==> config.mk <==
export PLATFORM = sky130hd
export DESIGN_NAME = hrt_sub_unit
export DESIGN_NICKNAME = d
export VERILOG_FILES = /design/src/sv/health_report_table_defines.svh /design/src/sv/hrt_pkg.sv /design/src/sv/hrt_sub_unit.sv
export SDC_FILE = /design/constraint.sdc
export NUM_CORES = 1
export LEC_CHECK = 0
export ABC_CLOCK_PERIOD_IN_PS = 2600
export BUFFER_PORTS_ARGS = -buffer_cell sky130_fd_sc_hd__buf_2
export CORE_MARGIN = 3
export CORE_UTILIZATION = 40
export DETAILED_ROUTE_END_ITERATION = 7
export PLACE_DENSITY = 0.73
export REMOVE_ABC_BUFFERS = 1
export SYNTH_ARGS = -nofsm -noshare
export SYNTH_HDL_FRONTEND = slang
export SYNTH_SLANG_ARGS = --single-unit
export TNS_END_PERCENT = 10
==> constraint.sdc <==
create_clock -name vclk -period 2.6
set_input_delay 0.26 -clock vclk [all_inputs]
set_output_delay 0.26 -clock vclk [all_outputs]
set_load 0.1 [all_outputs]
==> src/sv/health_report_table_defines.svh <==
// Assertion macros for the health report table.
`ifndef HEALTH_REPORT_TABLE_DEFINES_SVH
`define HEALTH_REPORT_TABLE_DEFINES_SVH

// Same-cycle implication, sampled on clk, off during rst.
`define HRT_ASSERT_IMP(lbl, ante, cons, msg) \
  lbl: assert property (@(posedge clk) disable iff (rst) (ante) |-> (cons)) \
    else $error(msg);

// Next-cycle implication, sampled on clk, off during rst.
`define HRT_ASSERT_NXT(lbl, ante, cons, msg) \
  lbl: assert property (@(posedge clk) disable iff (rst) (ante) |=> (cons)) \
    else $error(msg);

`endif

==> src/sv/hrt_pkg.sv <==
// Shared types, constants and helpers of the health report table.
package hrt_pkg;

  localparam int NUM_SUBSYSTEMS = 8;
  localparam int IDX_W   = (NUM_SUBSYSTEMS > 1) ? $clog2(NUM_SUBSYSTEMS) : 1;
  localparam int SUB_W   = 6;
  localparam int LEVEL_W = 2;
  localparam int CODE_W  = 4;
  localparam int STAMP_W = 64;

  localparam logic [IDX_W-1:0] LAST_IDX    = IDX_W'(NUM_SUBSYSTEMS - 1);
  localparam logic [SUB_W:0]   NUM_SUB_EXT = (SUB_W + 1)'(NUM_SUBSYSTEMS);

  localparam logic [STAMP_W-1:0] STALE_LIMIT_RESET = STAMP_W'(10000);

  // actions and result kinds
  localparam logic ACT_REPORT   = 1'b0;
  localparam logic ACT_SNAPSHOT = 1'b1;
  localparam logic KIND_ACK     = 1'b0;
  localparam logic KIND_ENTRY   = 1'b1;

  // levels, in severity order
  localparam logic [LEVEL_W-1:0] LVL_HEALTHY  = 2'd0;
  localparam logic [LEVEL_W-1:0] LVL_UNKNOWN  = 2'd1;
  localparam logic [LEVEL_W-1:0] LVL_DEGRADED = 2'd2;
  localparam logic [LEVEL_W-1:0] LVL_FAILED   = 2'd3;

  // status codes
  localparam logic [CODE_W-1:0] CODE_NOT_INIT     = 4'd0;
  localparam logic [CODE_W-1:0] CODE_OK           = 4'd1;
  localparam logic [CODE_W-1:0] CODE_UNPROV       = 4'd2;
  localparam logic [CODE_W-1:0] CODE_CONN_TIMEOUT = 4'd3;
  localparam logic [CODE_W-1:0] CODE_LINK_LOST    = 4'd4;
  localparam logic [CODE_W-1:0] CODE_BAD_CFG      = 4'd5;
  localparam logic [CODE_W-1:0] CODE_AUTH_REJ     = 4'd6;
  localparam logic [CODE_W-1:0] CODE_ALLOC_FAIL   = 4'd7;
  localparam logic [CODE_W-1:0] CODE_STALE        = 4'd8;
  localparam logic [CODE_W-1:0] CODE_TS_INVALID   = 4'd9;

  typedef struct packed {
    logic [LEVEL_W-1:0] level;
    logic [CODE_W-1:0]  code;
    logic [STAMP_W-1:0] stamp;
  } entry_t;

  typedef struct packed {
    logic             en;
    logic [IDX_W-1:0] addr;
    entry_t           entry;
  } store_wr_t;

  // level that a code implies
  function automatic logic [LEVEL_W-1:0] level_for_code(input logic [CODE_W-1:0] c);
    logic [LEVEL_W-1:0] l;
    case (c)
      CODE_OK: l = LVL_HEALTHY;
      CODE_UNPROV, CODE_CONN_TIMEOUT, CODE_LINK_LOST: l = LVL_DEGRADED;
      CODE_BAD_CFG, CODE_AUTH_REJ, CODE_ALLOC_FAIL: l = LVL_FAILED;
      default: l = LVL_UNKNOWN;
    endcase
    return l;
  endfunction

endpackage

==> src/sv/hrt_sub_unit.sv <==
// Shared 64-bit subtract/compare unit.
module hrt_sub_unit import hrt_pkg::*; (
  input  logic [STAMP_W-1:0] a,
  input  logic [STAMP_W-1:0] b,
  output logic [STAMP_W-1:0] diff,
  output logic               borrow  // a < b
);

  logic [STAMP_W:0] full;

  assign full   = {1'b0, a} - {1'b0, b};
  assign diff   = full[STAMP_W-1:0];
  assign borrow = full[STAMP_W];

endmodule

==> results.ini <==
[status]
outcome=complete, but fails checks
violations=negative setup slack

[final_layout]
num-clock-buffers=0
syn2layout_area_growth_pct=90.7
regArea_um2=0
antennaDiodeCount=0
finalNetCount=1169
seq_cell_count=0
post-route-util=0.800
post_layout_nonfiller_instances=1107
drive_above_1_share=0.498

[global_route]
antenna_found_initial=0
grt_pass1_wl_um=26800
grtUsageTotal=0.275
grt_pass1_vias=5873
grt_max_degree=11
overflow=0

[die]
core.rowCount=36
num_io_pins=193
die_x_um=108
coreArea_um2=9950
start_util=0.419
die_height_um=108
dieArea_um2=11700

[min_path]
holdPathStages=4
hp-class=in -> out

[yosys]
synth_cells=612
synth-seq-area-share=0
synth_cell_types=73
synth_area_um2=4180
avgSynthCellArea_um2=6.82
yosys_warnings=0

[power]
power_mw=4.53
pwr_density_cell_nw_per_um2=569
peakVddDrop_uv=471
leakagePower_nw=4.24

[timing]
hold_viol=0
slew_headroom=0.672
fmax_ghz=0.293
timing.hold.ws_ps=1020
rsz0062_at_grt=true
worst_slack_ps=-812
setup_viol=48
finalCritPeriodShare=1.31
slew_violations=0
worst_slew_pin_slew_ps=490
min_period_ps=3410

[critical_path]
cp.depth=16
cp_max_fo=3
cp-start-kind=primary input
path_delay_family=compound AO/OA/AOI/OAI gates
crit_arrival_ps=3150
cpMostUsedCell=buf_6
crit_slowest_cell=a211oi_4
max_stage_delay_ps=350
worst-setup-path-type=in -> out
critical_path.cell_chain=buf_6 > inv_4 > ha_4 > fa_2 > nor2b_4 > o31ai_4 > a31oi_4 > buf_6 > a41o_1 > o2111ai_2 > o211a_2 > o21bai_4 > a211oi_4 > o31ai_2 > xnor2_1 > bufbuf_16
end_kind=output pin
cp.required_ps=2340
path_buf_inv=4

[routing]
wl_per_cell_um=17.6
detail_route.first_pass.iterations=5
postRouteAntennaNets=0
dr_total_vias=6154
dr.first_iter.drc_count=483
routed_wirelength_um=19400
avgViaCountPerCell=5.56
drc=0

[placement]
placed_cells=1098
port_buffers=193
dpl.hpwl_um=13900
pre_cts_slack_ps=-983
gp_congestion=0.931

[run]
cap_violations=0

[cts]
holdBufCountCts=0

[routing by layer]
metal | track usage | up-vias | wire length (um)
met2 | 0.504 | 380 | 9600
met5 | 0 | - | 0
li1 | - | 2898 | -
met4 | 0.0830 | 0 | 1000
met3 | 0.0209 | 87 | 1350
met1 | 0.340 | 2789 | 7480
[synthesized netlist by cell type (9+ instances only)]
| cell | count | area [um^2] |
|---|---|---|
| xor2_1 | 19 | 166 |
| nand3_1 | 17 | 85.1 |
| nor2_1 | 37 | 139 |
| o21bai_1 | 11 | 82.6 |
| xnor2_1 | 41 | 359 |
| o21ai_0 | 21 | 105 |
| a21oi_1 | 66 | 330 |
| nand4_1 | 24 | 150 |
| a21o_1 | 29 | 218 |
| nand2_1 | 49 | 184 |
| nor3_1 | 9 | 45.0 |
| ha_1 | 64 | 801 |
| inv_1 | 84 | 315 |
[per-stage QoR]
step,cell area [um^2],setup TNS (ps)
after floorplan,3930,-60740
after global placement,7290,-21850
after detailed placement,7290,-25640
after CTS,7570,-17980
after global routing,7960,-25690
final,7960,-20300
[tightest hold or removal path, delay by kind of cell]
kind,cells,cell delay (ps)
adders and majority gates,1,110
buffers and inverters,3,390
[kinds of logic after synthesis]
group,Yosys count,share of synthesized area
AO/OA/AOI/OAI,206,0.342
AND/OR/NAND/NOR,170,0.200
buffers and inverters,111,0.135
adder cells (fa/ha/maj),65,0.197
XOR/XNOR,60,0.126
[worst paths after layout]
| path | start | endpoint |
|---|---|---|
| worst max-delay path | a[0] | diff[60] |
| worst min-delay path | b[0] | diff[0] |
[area by class of cell]
type               count  area, um^2
inverters             84         318
multi-input cells    501        4110
well taps            133         166
repair buffers       389        3370
fillers              621        1990
[what timing repair did]
| action | 4_1_cts | 5_1_grt |
|---|---|---|
| pin swaps | 22 | 28 |
| setup endpoints to repair | 50 | 53 |
| resized for setup | 46 | 59 |
| buffers inserted | 5 | 4 |
[placed cells by master (no fill, tap or decap), types with 5 or more instances in the layout]
master	instances
o21bai_1	10
o21ai_0	17
nand3_1	17
buf_12	49
xor2_2	6
buf_4	194
ha_4	5
ha_1	57
a21o_1	29
nand4_1	24
a21oi_1	59
xor2_1	12
xnor2_1	26
o21ai_2	7
o21a_1	6
and3_1	5
inv_1	83
nor3_1	9
nor2b_1	5
bufbuf_16	5
xnor2_2	13
buf_6	5
nand2_1	49
nor2_1	32
buf_2	134
a21oi_2	9
o21ai_1	8
nand2b_1	5
[power breakdown]
group | switching, mW | internal, mW
Sequential | 0 | 0
Combinational | 2.78 | 1.74
Clock | 0 | 0
No activity file was read; power rests on OpenSTA's default activity.
