File: src/sv/health_report_table_defines.svh
// Assertion macros for the health report table.
`ifndef HEALTH_REPORT_TABLE_DEFINES_SVH
`define HEALTH_REPORT_TABLE_DEFINES_SVH

// Same-cycle implication, sampled on clk, off during rst.
`define HRT_ASSERT_IMP(lbl, ante, cons, msg) \
  lbl: assert property (@(posedge clk) disable iff (rst) (ante) |-> (cons)) \
    else $error(msg);

// Next-cycle implication, sampled on clk, off during rst.
`define HRT_ASSERT_NXT(lbl, ante, cons, msg) \
  lbl: assert property (@(posedge clk) disable iff (rst) (ante) |=> (cons)) \
    else $error(msg);

`endif

File: src/sv/hrt_pkg.sv
// Shared types, constants and helpers of the health report table.
package hrt_pkg;

  localparam int NUM_SUBSYSTEMS = 8;
  localparam int IDX_W   = (NUM_SUBSYSTEMS > 1) ? $clog2(NUM_SUBSYSTEMS) : 1;
  localparam int SUB_W   = 6;
  localparam int LEVEL_W = 2;
  localparam int CODE_W  = 4;
  localparam int STAMP_W = 64;

  localparam logic [IDX_W-1:0] LAST_IDX    = IDX_W'(NUM_SUBSYSTEMS - 1);
  localparam logic [SUB_W:0]   NUM_SUB_EXT = (SUB_W + 1)'(NUM_SUBSYSTEMS);

  localparam logic [STAMP_W-1:0] STALE_LIMIT_RESET = STAMP_W'(10000);

  // actions and result kinds
  localparam logic ACT_REPORT   = 1'b0;
  localparam logic ACT_SNAPSHOT = 1'b1;
  localparam logic KIND_ACK     = 1'b0;
  localparam logic KIND_ENTRY   = 1'b1;

  // levels, in severity order
  localparam logic [LEVEL_W-1:0] LVL_HEALTHY  = 2'd0;
  localparam logic [LEVEL_W-1:0] LVL_UNKNOWN  = 2'd1;
  localparam logic [LEVEL_W-1:0] LVL_DEGRADED = 2'd2;
  localparam logic [LEVEL_W-1:0] LVL_FAILED   = 2'd3;

  // status codes
  localparam logic [CODE_W-1:0] CODE_NOT_INIT     = 4'd0;
  localparam logic [CODE_W-1:0] CODE_OK           = 4'd1;
  localparam logic [CODE_W-1:0] CODE_UNPROV       = 4'd2;
  localparam logic [CODE_W-1:0] CODE_CONN_TIMEOUT = 4'd3;
  localparam logic [CODE_W-1:0] CODE_LINK_LOST    = 4'd4;
  localparam logic [CODE_W-1:0] CODE_BAD_CFG      = 4'd5;
  localparam logic [CODE_W-1:0] CODE_AUTH_REJ     = 4'd6;
  localparam logic [CODE_W-1:0] CODE_ALLOC_FAIL   = 4'd7;
  localparam logic [CODE_W-1:0] CODE_STALE        = 4'd8;
  localparam logic [CODE_W-1:0] CODE_TS_INVALID   = 4'd9;

  typedef struct packed {
    logic [LEVEL_W-1:0] level;
    logic [CODE_W-1:0]  code;
    logic [STAMP_W-1:0] stamp;
  } entry_t;

  typedef struct packed {
    logic             en;
    logic [IDX_W-1:0] addr;
    entry_t           entry;
  } store_wr_t;

  // level that a code implies
  function automatic logic [LEVEL_W-1:0] level_for_code(input logic [CODE_W-1:0] c);
    logic [LEVEL_W-1:0] l;
    case (c)
      CODE_OK: l = LVL_HEALTHY;
      CODE_UNPROV, CODE_CONN_TIMEOUT, CODE_LINK_LOST: l = LVL_DEGRADED;
      CODE_BAD_CFG, CODE_AUTH_REJ, CODE_ALLOC_FAIL: l = LVL_FAILED;
      default: l = LVL_UNKNOWN;
    endcase
    return l;
  endfunction

endpackage

File: src/sv/hrt_store.sv
// Per-subsystem entry table.
module hrt_store import hrt_pkg::*; (
  input  logic             clk,
  input  logic             rst,
  input  store_wr_t        wr,
  input  logic [IDX_W-1:0] rd_addr,
  output entry_t           rd
);

  entry_t entries [NUM_SUBSYSTEMS];

  always_ff @(posedge clk) begin
    if (rst) begin
      for (int i = 0; i < NUM_SUBSYSTEMS; i++) begin
        entries[i] <= '{level: LVL_UNKNOWN, code: CODE_NOT_INIT, stamp: '0};
      end
    end else if (wr.en) begin
      entries[wr.addr] <= wr.entry;
    end
  end

  assign rd = entries[rd_addr];

endmodule

File: config.mk
export PLATFORM = sky130hd
export DESIGN_NAME = hrt_store
export DESIGN_NICKNAME = d
export VERILOG_FILES = /design/src/sv/health_report_table_defines.svh /design/src/sv/hrt_pkg.sv /design/src/sv/hrt_store.sv
export SDC_FILE = /design/constraint.sdc
export NUM_CORES = 1
export LEC_CHECK = 0
export BUFFER_PORTS_ARGS = -buffer_cell sky130_fd_sc_hd__buf_2
export CORE_UTILIZATION = 61
export CTS_CLUSTER_SIZE = 25
export DETAILED_ROUTE_END_ITERATION = 8
export GPL_ROUTABILITY_DRIVEN = 1
export PLACE_DENSITY = 0.9
export SETUP_SLACK_MARGIN = 0.05
export SYNTH_ARGS = -nofsm -noshare
export SYNTH_HDL_FRONTEND = slang
export SYNTH_SLANG_ARGS = --single-unit
export TNS_END_PERCENT = 5
File: constraint.sdc
create_clock -name clk -period 7.4 [get_ports clk]
set_clock_uncertainty 0.15 [all_clocks]
set_input_delay 0.74 -clock clk [delete_from_list [all_inputs] [get_ports clk]]
set_output_delay 0.74 -clock clk [all_outputs]
set_load 0.05 [all_outputs]
==> run metrics <==
non-filler cells, final 2206; Die Area 41300 µm²; Worst EP arrival 3.30 ns; GRT met3 Usage 4.67%; cell taking the most area after synthesis edfxtp_1; Avg Inst Size Synth 15.6 µm²; Final Hold Vio Count 0; Setup CP Type in2out; pre-CTS WS 3.14 ns; routed via count 14900; setup TNS 0 ns; Placeable Area 39800 µm²; top-area cell type share of the netlist area 68.2%; Leak 8.45 nW; worst path required time 6.51 ns; io pins 149; cts hold-fix bufs 0; top flop regs entries x560; synthesized area 24700 µm²; max FFs per register 560; Critical Path Sink Type output port; final wirelength 57.9 mm; global-route usage over all layers 28.8%; antenna violations before repair 1; Top Family by Delay on Critical Path buffers and inverters; area delta synth->final 10.6%; post-layout instance area 27300 µm²; VDD IR max 0.000196 V; Tcrit/Tclk final 56.6%; worst path cell trace buf_8 -> buf_4 -> mux4_2 -> mux2_2 -> buf_2; Clk pin slew, worst setup/hold paths 0.07 ns; largest cells by area after synthesis edfxtp_1 68%, mux4_2 13%, nor3_1 11%, mux2_2 3.2%, clkbuf_1 1.8%; post-CTS resize count 0; DR pass1 iterations 7; pin count of the biggest net entering global routing 203; FF+latch count, synth 560; CP Launch Type input pin; clock sink count 560; highest-delay cell along the critical path buf_8; PD cells 262 nW/µm²; post-CTS setup buffer count 0; # rows 73; Largest Register entries; vias in the first global route 15400; Port Buffer Count 148; Cells after Synth 1579; CTS tree built; global routing usage on met2 47.2%; nets 1722; Critical Path Source rd_addr[0]; Filler Cell Count 2527; Max-slew headroom 22.6%; initial core utilization 62.0%; gpl congestion 0.724; drt wl/cell 26.2 µm; first-pass GRT wire length 88.6 mm; number of H-tree levels 2; worst slew pin tran 1.16 ns; Bufs and invs on worst path 3; final core occ 68.5%; Most Crowded Layer GR met2; Yosys Warn Count 0; antenna viol nets, final 0; post-DP HPWL 29.8 mm; sequential area share after synthesis 68.2%; post-synth cell types 16; CTS buffer count 53; status finished, final reports clean; CP max FO 78; MaxCap Viol Count 0; Final min period 4.19 ns; Die Wd 203 µm; setup violators final 0; Min-Delay Path Class in2reg; Post-DP Area 25700 µm²; Worst path depth 5; synthesized net count 1658; unrepaired setup endpoints after global routing false; crit path capture rd[27]; met1 usage 38.5%; grt total ovfl 0; DRC violations left 0; placed insts 2113; maximum root-to-sink buffer count 3; largest stage delay on the critical path 0.66 ns; fraction of layout cells with a size suffix above 1 28.0%; DR iter-0 viols 1536; post-route setup slack 3.21 ns; f_max 239 MHz; Slew Limit Fails 0; clk root buf clkbuf_16; vias per cell 6.74; Die H 203 µm
where the power goes:
group          leakage, nW  internal [mW]  switching [mW]
combinational         2.31          0.261           0.590
sequential            5.37           3.69          0.0547
clock                0.766           1.41            1.14
layer usage:
layer | up-vias | routed length, µm
met5 | - | 0
met4 | 0 | 2120
met3 | 140 | 5590
met2 | 933 | 28900
met1 | 7426 | 21300
li1 | 6379 | -
placed cells by master, fill, tap and decap left out, drive strengths merged:
cell type / netlist / final
inv: 0 / 2
mux4: 140 / 140
or3: 8 / 8
o21bai: 8 / 8
clkbuf: 117 / 60
mux2: 70 / 70
nor3: 552 / 552
bufinv: 0 / 3
nand2b: 2 / 2
or3b: 1 / 1
edfxtp: 560 / 560
or2: 1 / 1
clkinvlp: 0 / 6
diode: 0 / 1
nand3b: 1 / 1
buf: 49 / 175
nand2: 1 / 1
clkinv: 69 / 90
metrics by stage:
stage | total power, mW | hold WS (ns)
6_report | 7.15 | 0.354
5_1_grt | 7.32 | 0.350
4_1_cts | 7.17 | 0.322
3_5_place_dp | 4.66 | 0.955
3_3_place_gp | 4.62 | 0.936
2_1_floorplan | 4.42 | 0.769
worst min path at each step:
stage / from / end / slack, ns / cells after the start
6_report: wr[68] / entries[3][68] / 0.35 / 2
5_1_grt: wr[68] / entries[0][68] / 0.35 / 2
4_1_cts: wr[68] / entries[5][68] / 0.32 / 2
3_5_place_dp: wr[68] / entries[5][68] / 0.95 / 2
3_3_place_gp: wr[68] / entries[6][68] / 0.94 / 2
2_1_floorplan: wr[68] / entries[3][68] / 0.77 / 1
cell usage after synthesis:
cell type and instances:
edfxtp_1 560, nor3_1 552, mux4_2 140, clkbuf_1 117
mux2_2 70, clkinv_1 69, buf_2 33, buf_6 11
o21bai_1 8, or3_1 8, buf_1 5, nand2b_1 2
nand2_1 1, nand3b_1 1, or2_1 1, or3b_1 1
cell type report:
class | count | area [µm²] | area share [%]
sequential | 560 | 16800 | 61.6
multi-input combinational | 784 | 6970 | 25.6
clock buffer | 60 | 1350 | 4.96
timing repair buffer | 175 | 975 | 3.57
tap | 525 | 657 | 2.41
inverter | 69 | 259 | 0.949
clock inverter | 32 | 249 | 0.913
antenna | 1 | 2.50 | 0.00917
cell families after synthesis:
group	synth area share (%)
buffers and inverters	4.08
DFF	68.2
and+or+nand+nor	11.6
AOI/OAI and AO/OA	0.243
muxes	16.0
Power figures use the tool's default switching activity.
